## src/rtl/mm3h_pkg.sv

```systemverilog
// Shared types and constants for the MurmurHash3 x64 128-bit hash stream.
// Used by every module of the block. Has no dependencies.
package mm3h_pkg;

   localparam int LANE_W      = 64;
   localparam int HALF_W      = 32;
   localparam int LEN_W       = 32;
   localparam int SEED_W      = 32;
   localparam int COUNT_W     = 5;
   localparam int TAIL_W      = 4;
   localparam int WORD_BYTES  = 8;
   localparam int BLOCK_BYTES = 16;

   localparam int QUEUE_DEPTH = 2;
   localparam int QUEUE_PTR_W = $clog2(QUEUE_DEPTH);
   localparam int QUEUE_CNT_W = $clog2(QUEUE_DEPTH + 1);

   localparam logic [LANE_W-1:0] MIX_C1  = 64'h87c3_7b91_1142_53d5;
   localparam logic [LANE_W-1:0] MIX_C2  = 64'h4cf5_ad43_2745_937f;
   localparam logic [LANE_W-1:0] ADD_ONE = 64'h0000_0000_52dc_e729;
   localparam logic [LANE_W-1:0] ADD_TWO = 64'h0000_0000_3849_5ab5;
   localparam logic [LANE_W-1:0] FMIX_M1 = 64'hff51_afd7_ed55_8ccd;
   localparam logic [LANE_W-1:0] FMIX_M2 = 64'hc4ce_b9fe_1a85_ec53;

   typedef struct packed {
      logic [LANE_W-1:0] word_low;
      logic [LANE_W-1:0] word_high;
      logic [TAIL_W-1:0] tail_bytes;
      logic              full_block;
      logic              last_block;
   } item_type;

   typedef struct packed {
      logic idle;
      logic in_message;
   } back_status_type;

endpackage

```

## src/rtl/mm3h_front.sv

```systemverilog
// Front end: takes request transfers, masks tail bytes and classifies each block.
// Depends on mm3h_pkg; feeds mm3h_queue.
module mm3h_front
   import mm3h_pkg::*;
(
   input  logic               req_valid,
   output logic               req_stall,
   input  logic [LANE_W-1:0]  req_word_low,
   input  logic [LANE_W-1:0]  req_word_high,
   input  logic [COUNT_W-1:0] req_byte_count,
   input  logic               req_last_block,
   input  logic               q_full,
   output logic               q_push,
   output item_type           q_item
);

   logic full_block;

   assign full_block = !req_last_block || (req_byte_count >= COUNT_W'(BLOCK_BYTES));
   assign req_stall  = q_full;
   assign q_push     = req_valid && !q_full;

   always_comb begin
      q_item            = '0;
      q_item.full_block = full_block;
      q_item.last_block = req_last_block;
      q_item.tail_bytes = full_block ? '0 : req_byte_count[TAIL_W-1:0];
      for (int i = 0; i < WORD_BYTES; i++) begin
         if (full_block || (COUNT_W'(i) < req_byte_count)) begin
            q_item.word_low[8*i +: 8] = req_word_low[8*i +: 8];
         end
         if (full_block || (COUNT_W'(i + WORD_BYTES) < req_byte_count)) begin
            q_item.word_high[8*i +: 8] = req_word_high[8*i +: 8];
         end
      end
   end

endmodule

```

## config.mk

```make
export PLATFORM = sky130hd
export DESIGN_NAME = mm3h_front
export DESIGN_NICKNAME = d
export VERILOG_FILES = /design/src/rtl/mm3h_pkg.sv /design/src/rtl/mm3h_front.sv
export SDC_FILE = /design/constraint.sdc
export NUM_CORES = 1
export LEC_CHECK = 0
export BUFFER_PORTS_ARGS = -buffer_cell sky130_fd_sc_hd__buf_2
export CORE_AREA = 2 2 106 108
export DETAILED_ROUTE_END_ITERATION = 16
export DIE_AREA = 0 0 108 110
export PLACE_DENSITY = 0.43
export SETUP_SLACK_MARGIN = 0.02
export SLEW_MARGIN = 20
export SYNTH_ARGS = -nofsm -noshare
export SYNTH_HDL_FRONTEND = slang
export SYNTH_SLANG_ARGS = --single-unit
```

## constraint.sdc

```tcl
create_clock -name vclk -period 1.9
set_input_delay 0.285 -clock vclk [all_inputs]
set_output_delay 0.285 -clock vclk [all_outputs]
set_load 0.02 [all_outputs]
```

**Yosys cells after proc, flatten, opt, wreduce, memory -nomap -nowiden**

Cells that the tools add are included.

- Order comparisons: 17
- Mux-type cells: 17
- Reduce and logical (&&, ||, !) cells: 20

Operators by type and width:

| cell | number |
|---|---|
| 8-bit 2-to-1 mux | 16 |
| 4-bit by 5-bit < comparator with 1-bit output (first input constant) | 8 |
| 3-bit by 5-bit < comparator with 1-bit output (first input constant) | 4 |
| 1-bit logical OR | 17 |
| 1-bit by 5-bit < comparator with 1-bit output (first input constant) | 2 |
| 2-bit by 5-bit < comparator with 1-bit output (first input constant) | 2 |
| 5-bit greater-or-equal comparator (second input constant) | 1 |
| 4-bit 2-to-1 mux | 1 |
| 1-bit logical NOT | 2 |
| 1-bit logical AND | 1 |

- Register bits after elaboration: 0
- Input port bits: 136
- Output and inout port bits: 136

**Depth between registers and ports, before layout**

- Word-level depth: 4
- Gate-level depth with buffers: 5
- Depth with buffers taken out: 2

**Least setup slack after synthesis**

Ideal clock, no wire load.

- Path kind: input to output
- Start: input port req_last_block
- End: output port q_item[60] (netlist name)
- Data arrival time: 1.272 ns
- Required time: 1.615 ns
- Path slack: 0.343 ns
- Stages on the path: 4
- Cell sequence: nor2b_2 > buf_2 > buf_2 > a21boi_0

RTL lines:

| what | line | source |
|---|---|---|
| start, declared | mm3h_front.sv:11 | `input logic req_last_block,` |
| end, declared | mm3h_front.sv:14 | `output item_type q_item` |

==> impl_metrics.yaml <==
grt:
  aggregate_global_route_resource_usage: 0.106
  grt_pass1_vias: 2027
  grt_max_degree: 44
  antenna_violations_before_repair: 0
  grt_pass1_wl_um: 10200
  grt.overflow.total: 0
logic_synthesis:
  mappedNetlistNets: 315
  mappedNetlistArea_sq_mm: 0.00123
  synth.distinct_cells: 24
  netlist_instances: 179
  synth_area_per_cell_sq_um: 6.89
  synth_seq_area_share: 0
  synth-warning-count: 0
sta:
  totalNegativeSetupSlack_ns: 0
  setup_violations: 0
  hold_ws_ns: 0.808
  finalCritPeriodShare: 0.885
  rsz0062_at_grt: "false"
  timing_worst_slew_pin_value_ns: 0.508
  finalMaxSlewViolations: 0
  max_freq_mhz: 595
  finalHoldViolations: 0
  timing.final.crit_period_ns: 1.68
  slew_headroom: 0.659
detailed_routing:
  drt_pass1_iterations: 4
  drc: 0
  drt-vias-per-instance: 4.00
  routed_wl_um: 7320
  num_vias: 2319
  final_antenna_net_count: 0
  routedWlPerCell_um: 12.6
  drtIter0Drc: 40
final_layout:
  layout.sequential_cells: 0
  layout_cell_share_with_drive_strength_beyond_1: 0.652
  final.clkbuf_count: 0
  area_of_all_sequential_standard_cells_sq_um: 0
  layout.cell_area.non_filler_sq_mm: 0.00275
  finalNetCount: 578
  nFillCells: 1192
  area_growth_pct: 123
  antenna_cells_inserted: 0
floorplan:
  die_height_um: 110
  dieArea_sq_mm: 0.0119
  die_w_um: 108
  io_pins: 272
  floorplan.core_area_sq_mm: 0.0107
  start_util: 0.115
  placementRows: 38
setup_path:
  crit_path_cell_trace: "buf_2, nand4_1, a21boi_0, buf_2"
  arrival_time_worst_endpoint_ns: 1.40
  crit_slowest_cell: "nand4_1"
  crit_path_max_incr_delay_ns: 0.36
  startpoint_type_of_the_worst_setup_path: "input pin"
  worst-path-max-fanout: 12
  endpoint_kind: "output port"
  path_class: "input pin to output port"
  crit_family: "buffers and inverters"
  worstPathBufferInverterCount: 2
  endpoint_required_time_on_the_critical_path_ns: 1.62
  critical_path.most_common_cell: "buf_2"
power:
  p_leak_nw: 1.58
  worst_ir_drop_vdd_uv: 137
  design_power_total_w: 0.000782
  power_density_mw_per_mm2: 284
placement:
  placement.cell_area_sq_mm: 0.00275
  place.port_buffers: 272
  dp_hpwl_um: 6110
  finalWeightedCongestion: 0.786
run_status:
  run_status: "finished, final reports clean"
hold_path:
  holdPathStages: 2
  worst_min_delay_path_endpoint: "req_stall"
  holdCritStartpoint: "q_full"
  min_path_type: "input pin to output port"
run:
  max_cap_viol_count: 0
cts:
  cts.repair_timing.setup_buffer_count: 0
==> synthesized netlist by cell type <==
library cell	number	area (sq um)
nor3_1	1	5.00
o21ai_1	1	5.00
clkbuf_2	1	5.00
o211ai_1	1	7.51
o31ai_2	1	12.5
a31oi_1	8	50.1
nor3b_1	1	7.51
nand2_1	3	11.3
and2b_1	1	7.51
a21boi_0	90	676
buf_4	5	37.5
buf_2	9	45.0
clkbuf_1	4	15.0
nand3_1	3	15.0
nor2b_1	24	150
a21boi_1	6	45.0
nand4_1	1	6.26
nor2b_2	1	8.76
inv_1	9	33.8
and2_1	4	25.0
nor4b_4	1	23.8
o21ai_0	1	5.00
buf_6	2	22.5
nor3b_2	1	12.5
==> area by class of cell <==
type / count / area, sq um / area share
timing repair buffer: 282 / 1460 / 0.531
multi-input combinational: 149 / 1080 / 0.393
tap: 140 / 175 / 0.0636
inverter: 9 / 33.8 / 0.0123
==> worst max path at each step <==
stage               slack [ns]              start  depth (start not counted)          end
global route              0.07  req_byte_count[2]                          4   q_item[60]
global placement          0.21  req_byte_count[2]                          4   q_item[54]
CTS                       0.12  req_byte_count[1]                          4  q_item[102]
detailed placement        0.13  req_byte_count[1]                          4  q_item[102]
floorplan                 0.34     req_last_block                          4   q_item[60]
finish                    0.22  req_byte_count[2]                          4   q_item[54]
==> cell families after synthesis <==
logic type,after synthesis,share of synthesized area
simple gates,41,0.221
compound gates,108,0.650
buf+inv,30,0.129
==> cells in the final DEF, fill, tap and decap left out, drive strengths merged <==
| master | count |
|---|---|
| nor3b | 2 |
| nor4b | 1 |
| o21ai | 2 |
| nor3 | 1 |
| a21boi | 96 |
| and2 | 4 |
| o211ai | 1 |
| buf | 282 |
| o31ai | 1 |
| nor2b | 25 |
| and2b | 1 |
| nand2 | 3 |
| nand4 | 1 |
| a31oi | 8 |
| inv | 9 |
| nand3 | 3 |
==> where the power goes <==
group	leakage, nW	switching (W)	internal (W)
logic	1.58	0.000463	0.000319
clock network	0	0	0
registers	0	0	0
==> what timing repair did <==
action,in CTS,in global routing
hold buffers,0,0
gates resized for setup,0,1
endpoints found under the setup margin,0,4
==> per-layer routing <==
layer,global-route usage,share of wire,vias to the layer above
met2,0.211,0.53,114
met4,0.00275,0.0033,0
met1,0.133,0.41,1045
met3,0.00353,0.061,2
met5,0,0,-
li1,-,-,1158
==> per-stage QoR <==
step	utilization	setup slack, ns	std cells
2_1_floorplan	-	0.343	179
5_1_grt	0.257	0.0709	580
4_1_cts	0.257	0.122	580
3_5_place_dp	0.257	0.132	580
3_3_place_gp	0.257	0.211	580
6_report	0.257	0.219	580
No activity file was read; power rests on OpenSTA's default activity.
