`src/rtl/mm3h_pkg.sv`:
```
// Shared types and constants for the MurmurHash3 x64 128-bit hash stream.
// Used by every module of the block. Has no dependencies.
package mm3h_pkg;

   localparam int LANE_W      = 64;
   localparam int HALF_W      = 32;
   localparam int LEN_W       = 32;
   localparam int SEED_W      = 32;
   localparam int COUNT_W     = 5;
   localparam int TAIL_W      = 4;
   localparam int WORD_BYTES  = 8;
   localparam int BLOCK_BYTES = 16;

   localparam int QUEUE_DEPTH = 2;
   localparam int QUEUE_PTR_W = $clog2(QUEUE_DEPTH);
   localparam int QUEUE_CNT_W = $clog2(QUEUE_DEPTH + 1);

   localparam logic [LANE_W-1:0] MIX_C1  = 64'h87c3_7b91_1142_53d5;
   localparam logic [LANE_W-1:0] MIX_C2  = 64'h4cf5_ad43_2745_937f;
   localparam logic [LANE_W-1:0] ADD_ONE = 64'h0000_0000_52dc_e729;
   localparam logic [LANE_W-1:0] ADD_TWO = 64'h0000_0000_3849_5ab5;
   localparam logic [LANE_W-1:0] FMIX_M1 = 64'hff51_afd7_ed55_8ccd;
   localparam logic [LANE_W-1:0] FMIX_M2 = 64'hc4ce_b9fe_1a85_ec53;

   typedef struct packed {
      logic [LANE_W-1:0] word_low;
      logic [LANE_W-1:0] word_high;
      logic [TAIL_W-1:0] tail_bytes;
      logic              full_block;
      logic              last_block;
   } item_type;

   typedef struct packed {
      logic idle;
      logic in_message;
   } back_status_type;

endpackage

```
`src/rtl/mm3h_queue.sv`:
```
// Short FIFO of classified blocks between the front end and the mixing engine.
// Depends on mm3h_pkg.
module mm3h_queue
   import mm3h_pkg::*;
(
   input  logic                   clock,
   input  logic                   reset,
   input  logic                   push,
   input  item_type               push_item,
   input  logic                   pop,
   output item_type               pop_item,
   output logic                   full,
   output logic                   not_empty,
   output logic [QUEUE_CNT_W-1:0] count
);

   item_type                 entry_ff [QUEUE_DEPTH];
   logic [QUEUE_PTR_W-1:0]   wr_ptr_ff;
   logic [QUEUE_PTR_W-1:0]   wr_ptr_in;
   logic [QUEUE_PTR_W-1:0]   rd_ptr_ff;
   logic [QUEUE_PTR_W-1:0]   rd_ptr_in;
   logic [QUEUE_CNT_W-1:0]   count_ff;
   logic [QUEUE_CNT_W-1:0]   count_in;

   assign full      = (count_ff == QUEUE_CNT_W'(QUEUE_DEPTH));
   assign not_empty = (count_ff != '0);
   assign pop_item  = entry_ff[rd_ptr_ff];
   assign count     = count_ff;

   always_comb begin
      wr_ptr_in = push ? wr_ptr_ff + 1'b1 : wr_ptr_ff;
      rd_ptr_in = pop ? rd_ptr_ff + 1'b1 : rd_ptr_ff;
      count_in  = count_ff;
      if (push && !pop) begin
         count_in = count_ff + 1'b1;
      end else if (pop && !push) begin
         count_in = count_ff - 1'b1;
      end
   end

   always_ff @(posedge clock) begin
      if (push) begin
         entry_ff[wr_ptr_ff] <= push_item;
      end
   end

   always_ff @(posedge clock) begin
      if (reset) begin
         wr_ptr_ff <= '0;
         rd_ptr_ff <= '0;
         count_ff  <= '0;
      end else begin
         wr_ptr_ff <= wr_ptr_in;
         rd_ptr_ff <= rd_ptr_in;
         count_ff  <= count_in;
      end
   end

endmodule

```
`config.mk`:
```
export PLATFORM = sky130hd
export DESIGN_NAME = mm3h_queue
export DESIGN_NICKNAME = d
export VERILOG_FILES = /design/src/rtl/mm3h_pkg.sv /design/src/rtl/mm3h_queue.sv
export SDC_FILE = /design/constraint.sdc
export NUM_CORES = 1
export LEC_CHECK = 0
export BUFFER_PORTS_ARGS = -buffer_cell sky130_fd_sc_hd__buf_2
export CAP_MARGIN = 20
export CORE_MARGIN = 4
export CORE_UTILIZATION = 50
export DETAILED_ROUTE_END_ITERATION = 10
export PLACE_DENSITY = 0.77
export SLEW_MARGIN = 20
export SYNTH_ARGS = -nofsm -noshare
export SYNTH_HDL_FRONTEND = slang
export SYNTH_SLANG_ARGS = --single-unit
```
`constraint.sdc`:
```
create_clock -name clock -period 22.7 [get_ports clock]
set_input_delay 4.54 -clock clock [delete_from_list [all_inputs] [get_ports clock]]
set_output_delay 4.54 -clock clock [all_outputs]
set_load 0.02 [all_outputs]
```
Yosys cells after proc, flatten, opt, wreduce, memory -nomap -nowiden
Memory sizes are Yosys's and may differ from the RTL's. A register that Yosys moved wholly into a read port is not among the register bits.
Cells that the tools add are included.
{"block": "op_classes", "n_addsub": 4, "n_mul": 0, "n_div": 0, "order_cmp": 0, "eq_ne": 1, "shifts": 0, "n_mux": 6, "bitwise_logic": 0, "n_reduce_logical": 6}
{"op": "1-bit 2-to-1 mux", "n": 4}
{"op": "2-bit 2-to-1 mux", "n": 2}
{"op": "2-bit nonzero test", "n": 2}
{"op": "1-bit adder (second input constant)", "n": 2}
{"op": "2-bit by 1-bit adder with 2-bit output (second input constant)", "n": 1}
{"op": "2-bit == test (second input constant)", "n": 1}
{"op": "1-bit logical AND", "n": 2}
{"op": "1-bit zero test", "n": 2}
{"op": "2-bit by 1-bit subtractor with 2-bit output (second input constant)", "n": 1}
{"block": "totals", "regBits": 4, "latch_bits": 0, "ram_bits": 268, "romBits": 0, "input_bits": 138, "word_cells": 21, "mem_count": 1}
{"name": "entry_ff", "words": 2, "word_bits": 134, "rd": 1, "rd_ports_with_merged_regs": 1, "write_ports": 1, "line": "mm3h_queue.sv:17", "text": "item_type entry_ff [QUEUE_DEPTH];"}

Logic depth before layout (Yosys ltp)
{"block": "logic_depth", "depth_word": 4, "depth_mapped": 5, "mapped_depth_nobuf": 5}

Worst setup path before layout
Ideal clock, no wire load.
{"block": "synth_path", "path_kind": "input to register", "startpoint": "input port push", "endpoint": "memory entry_ff[0][0] (netlist name), enable pin", "setup_ns": 0.645, "t_arrival_ns": 10.344, "t_required_ns": 22.055, "slack_ns": 11.711, "path_stages": 1, "path_cell_list": "nor2b_1"}
{"block": "synth_via", "elab_chain_len": 2}
{"element": "from (decl)", "line": "mm3h_queue.sv:8", "text": "input logic push,"}
{"element": "1-bit 2-to-1 mux", "line": "mm3h_queue.sv:42", "text": "if (push) begin"}
{"element": "1-bit 2-to-1 mux (not written as such)", "line": "mm3h_queue.sv:43", "text": "entry_ff[wr_ptr_ff] <= push_item;"}
{"element": "to (decl)", "line": "mm3h_queue.sv:17"}
Every way passes these cells.

==> impl_results.md <==
* Via-per-instance ratio at 4.92
* Commonest non-fill, non-tap cell in the layout: buf_2
* FP Rows at 51
* Crit-path cells: buf_4, mux2_2, buf_2
* Crit path depth at 3
* NumNets Final at 873
* Status: finished clean
* Worst EP required at 18.16 ns
* Die H at 150 um
* Core footprint at 19700 um^2
* CTS HTree Levels at 1
* Starting Density at 51.5%
* CTS sink cnt at 273
* Clock Skews at 0.00359 ns
* Final setup violating endpoints at 0
* Post-CTS sizing at 0
* Layout cell share with drive strength beyond 1 at 60.1%
* Slew headroom at 30.8%
* Post-Place Cells at 968
* Class of the tightest hold or removal check: reg -> reg
* FF-to-FF path depth at 2
* Fin cells at 1022
* Syn_nets at 578
* CP max stage delay at 1.02 ns
* HPWL Detailed at 13100 um
* Fmax at 130 MHz
* Leak Pwr at 4.87 nW
* Peak supply drop at 0.0000565 V
* Period minus WS final at 7.70 ns
* Root Buffer: clkbuf_16
* Setup crit start kind: flop
* Cells after Synth at 439
* Register area share after synthesis at 80.6%
* Die area at 22600 um^2
* Fillcell total at 1405
* ANT nets after route at 0
* Seq. cell area at 8150 um^2
* Worst-margin pin slew at 1.04 ns
* Area Overhead vs Synth at 24.8%
* Die span in x at 150 um
* Crit Path Max Fanout at 73
* Most frequent cells in the layout: buf_2 (275), edfxtp_1 (268), mux2_2 (74), mux2_4 (60), clkbuf_16 (29)
* Post-Synthesis Cell Area at 10100 um^2
* I/O pin cnt at 276
* Post-DR wirelength/cell at 18.7 um
* Largest net degree at the start of global routing at 90
* Reg2Reg Capture Point: entry_ff[1][114]
* RD Place Congestion at 0.762
* CP Capture Type: output port
* Initial antenna violation count at 2
* Flop2flop setup slack at 20.23 ns
* Post-CTS setup buffers at 0
* Setup crit end: pop_item[122]
* Kind of critical path: reg -> out
* Max Slew Vio Count at 0
* Mean Syn Cell Area at 23.0 um^2
* Worst-path clk slew at 0.06 ns
* Fin Setup TNS at 0 ns
* Number of global-route vias before repair at 5389
* Tot GR Track Use at 16.5%
* Cts hold-fix bufs at 0
* Worst R2R Start: wr_ptr_ff
* Pwr Density at 92.4 nW/um^2
* Netlist cell types at 17
* Multi-input logic area at 1850 um^2
* DRT Pass-1 Iters at 4
* Vias at 5024
* Final period utilization at 33.9%
* Yosys reg bits at 273
* Clk Latency, worst-skew pair at 0.53 ns
* Hold Violations, Final at 0
* CTS tree: yes
* Max-Cap Viols at 0
* Clock tree buffer depth at 3
* Syn. warnings at 0
* DRT Wirelength at 19100 um
* CTS buffer count at 29
* Worst path bufs/invs at 2
* Final core occ at 64.2%
* First-pass GRT wire length at 28900 um
* # DRC at 0
* Grt total ovfl at 0
* Slowest CP cell: dfxtp_4
* Data arrival time of the worst path at 3.16 ns
* Family with the most delay on the worst path: buffers and inverters
* RSZ-0062 raised after global routing: no
* Iteration-0 DRC Markers at 252
* IO Port Bufs at 275
metal layers:
layer,vias up,track usage [%],share of wire [%]
li1,2332,-,-
met1,2437,19.9,37
met2,218,28.6,51
met3,33,5.51,10
met4,4,4.35,1.9
met5,-,0,0.10
registers in the layout, indices dropped and copies added, names as in the netlist, named ones only:
register and cells:
count 2, wr_ptr_ff 1, entry_ff 268, rd_ptr_ff 1
synthesized netlist by cell type:
cell type | instances | share of area (%)
buf_2 | 7 | 0.35
o21ai_0 | 1 | 0.049
edfxtp_1 | 268 | 80
a21oi_1 | 1 | 0.049
ha_1 | 1 | 0.12
buf_6 | 8 | 0.89
mux2_2 | 74 | 8.2
nor2b_1 | 2 | 0.12
or2_2 | 1 | 0.062
xor2_1 | 2 | 0.17
or3_1 | 1 | 0.062
inv_1 | 1 | 0.037
mux2_4 | 60 | 8.9
and2_1 | 1 | 0.062
dfxtp_1 | 5 | 0.99
xnor2_1 | 2 | 0.17
nor2_1 | 4 | 0.15
cell type report:
cell class / count / share of cell area [%]
timing repair buffer: 279 / 11.2
clock inverter: 10 / 0.446
clock buffer: 41 / 6.42
inverter: 1 / 0.0297
multi-input combinational: 150 / 14.6
sequential: 273 / 64.6
antenna: 3 / 0.0595
tap: 265 / 2.63
per-stage QoR:
step                setup WS (ns)  cell area, um^2  hold slack, ns  total power, W
floorplan                   11.71            10100           0.480        0.000710
global placement            15.56            11700           0.484        0.000754
detailed placement          15.51            11700           0.514        0.000759
CTS                         14.93            12600           0.522         0.00118
global route                14.79            12600           0.550         0.00122
finish                      15.00            12600           0.518         0.00117
report_power, final:
group	internal (W)	switching [W]	leakage [nW]	total [W]
Combinational	0.0000625	0.0000819	1.89	0.000144
Sequential	0.000589	0.0000128	2.56	0.000602
Clock	0.000247	0.000173	0.424	0.000419
cell families after synthesis:
| kind of cell | Yosys count | synth area share (%) |
|---|---|---|
| buffers and inverters | 16 | 1.27 |
| DFF | 273 | 80.6 |
| muxes | 134 | 17.1 |
| AOI/OAI and AO/OA | 2 | 0.0989 |
| adders and majority gates | 1 | 0.124 |
| and+or+nand+nor | 9 | 0.458 |
| xor gates and xnor gates | 4 | 0.346 |
tightest hold or removal path: cells and delay by family, from the launching register on:
family / cells / cell delay [ns]
DFF: 1 / 0.32
xor gates and xnor gates: 1 / 0.08
and+or+nand+nor: 1 / 0.08
worst min path at each step:
stage,from,to,depth (start not counted),slack (ns)
2_1_floorplan,rd_ptr_ff,flop,2,0.48
3_3_place_gp,count[1],count[1],2,0.48
3_5_place_dp,rd_ptr_ff,rd_ptr_ff,2,0.51
4_1_cts,rd_ptr_ff,flop,2,0.52
5_1_grt,rd_ptr_ff,flop,2,0.55
6_report,rd_ptr_ff,rd_ptr_ff,2,0.52
(Power assumes the default switching activity.)
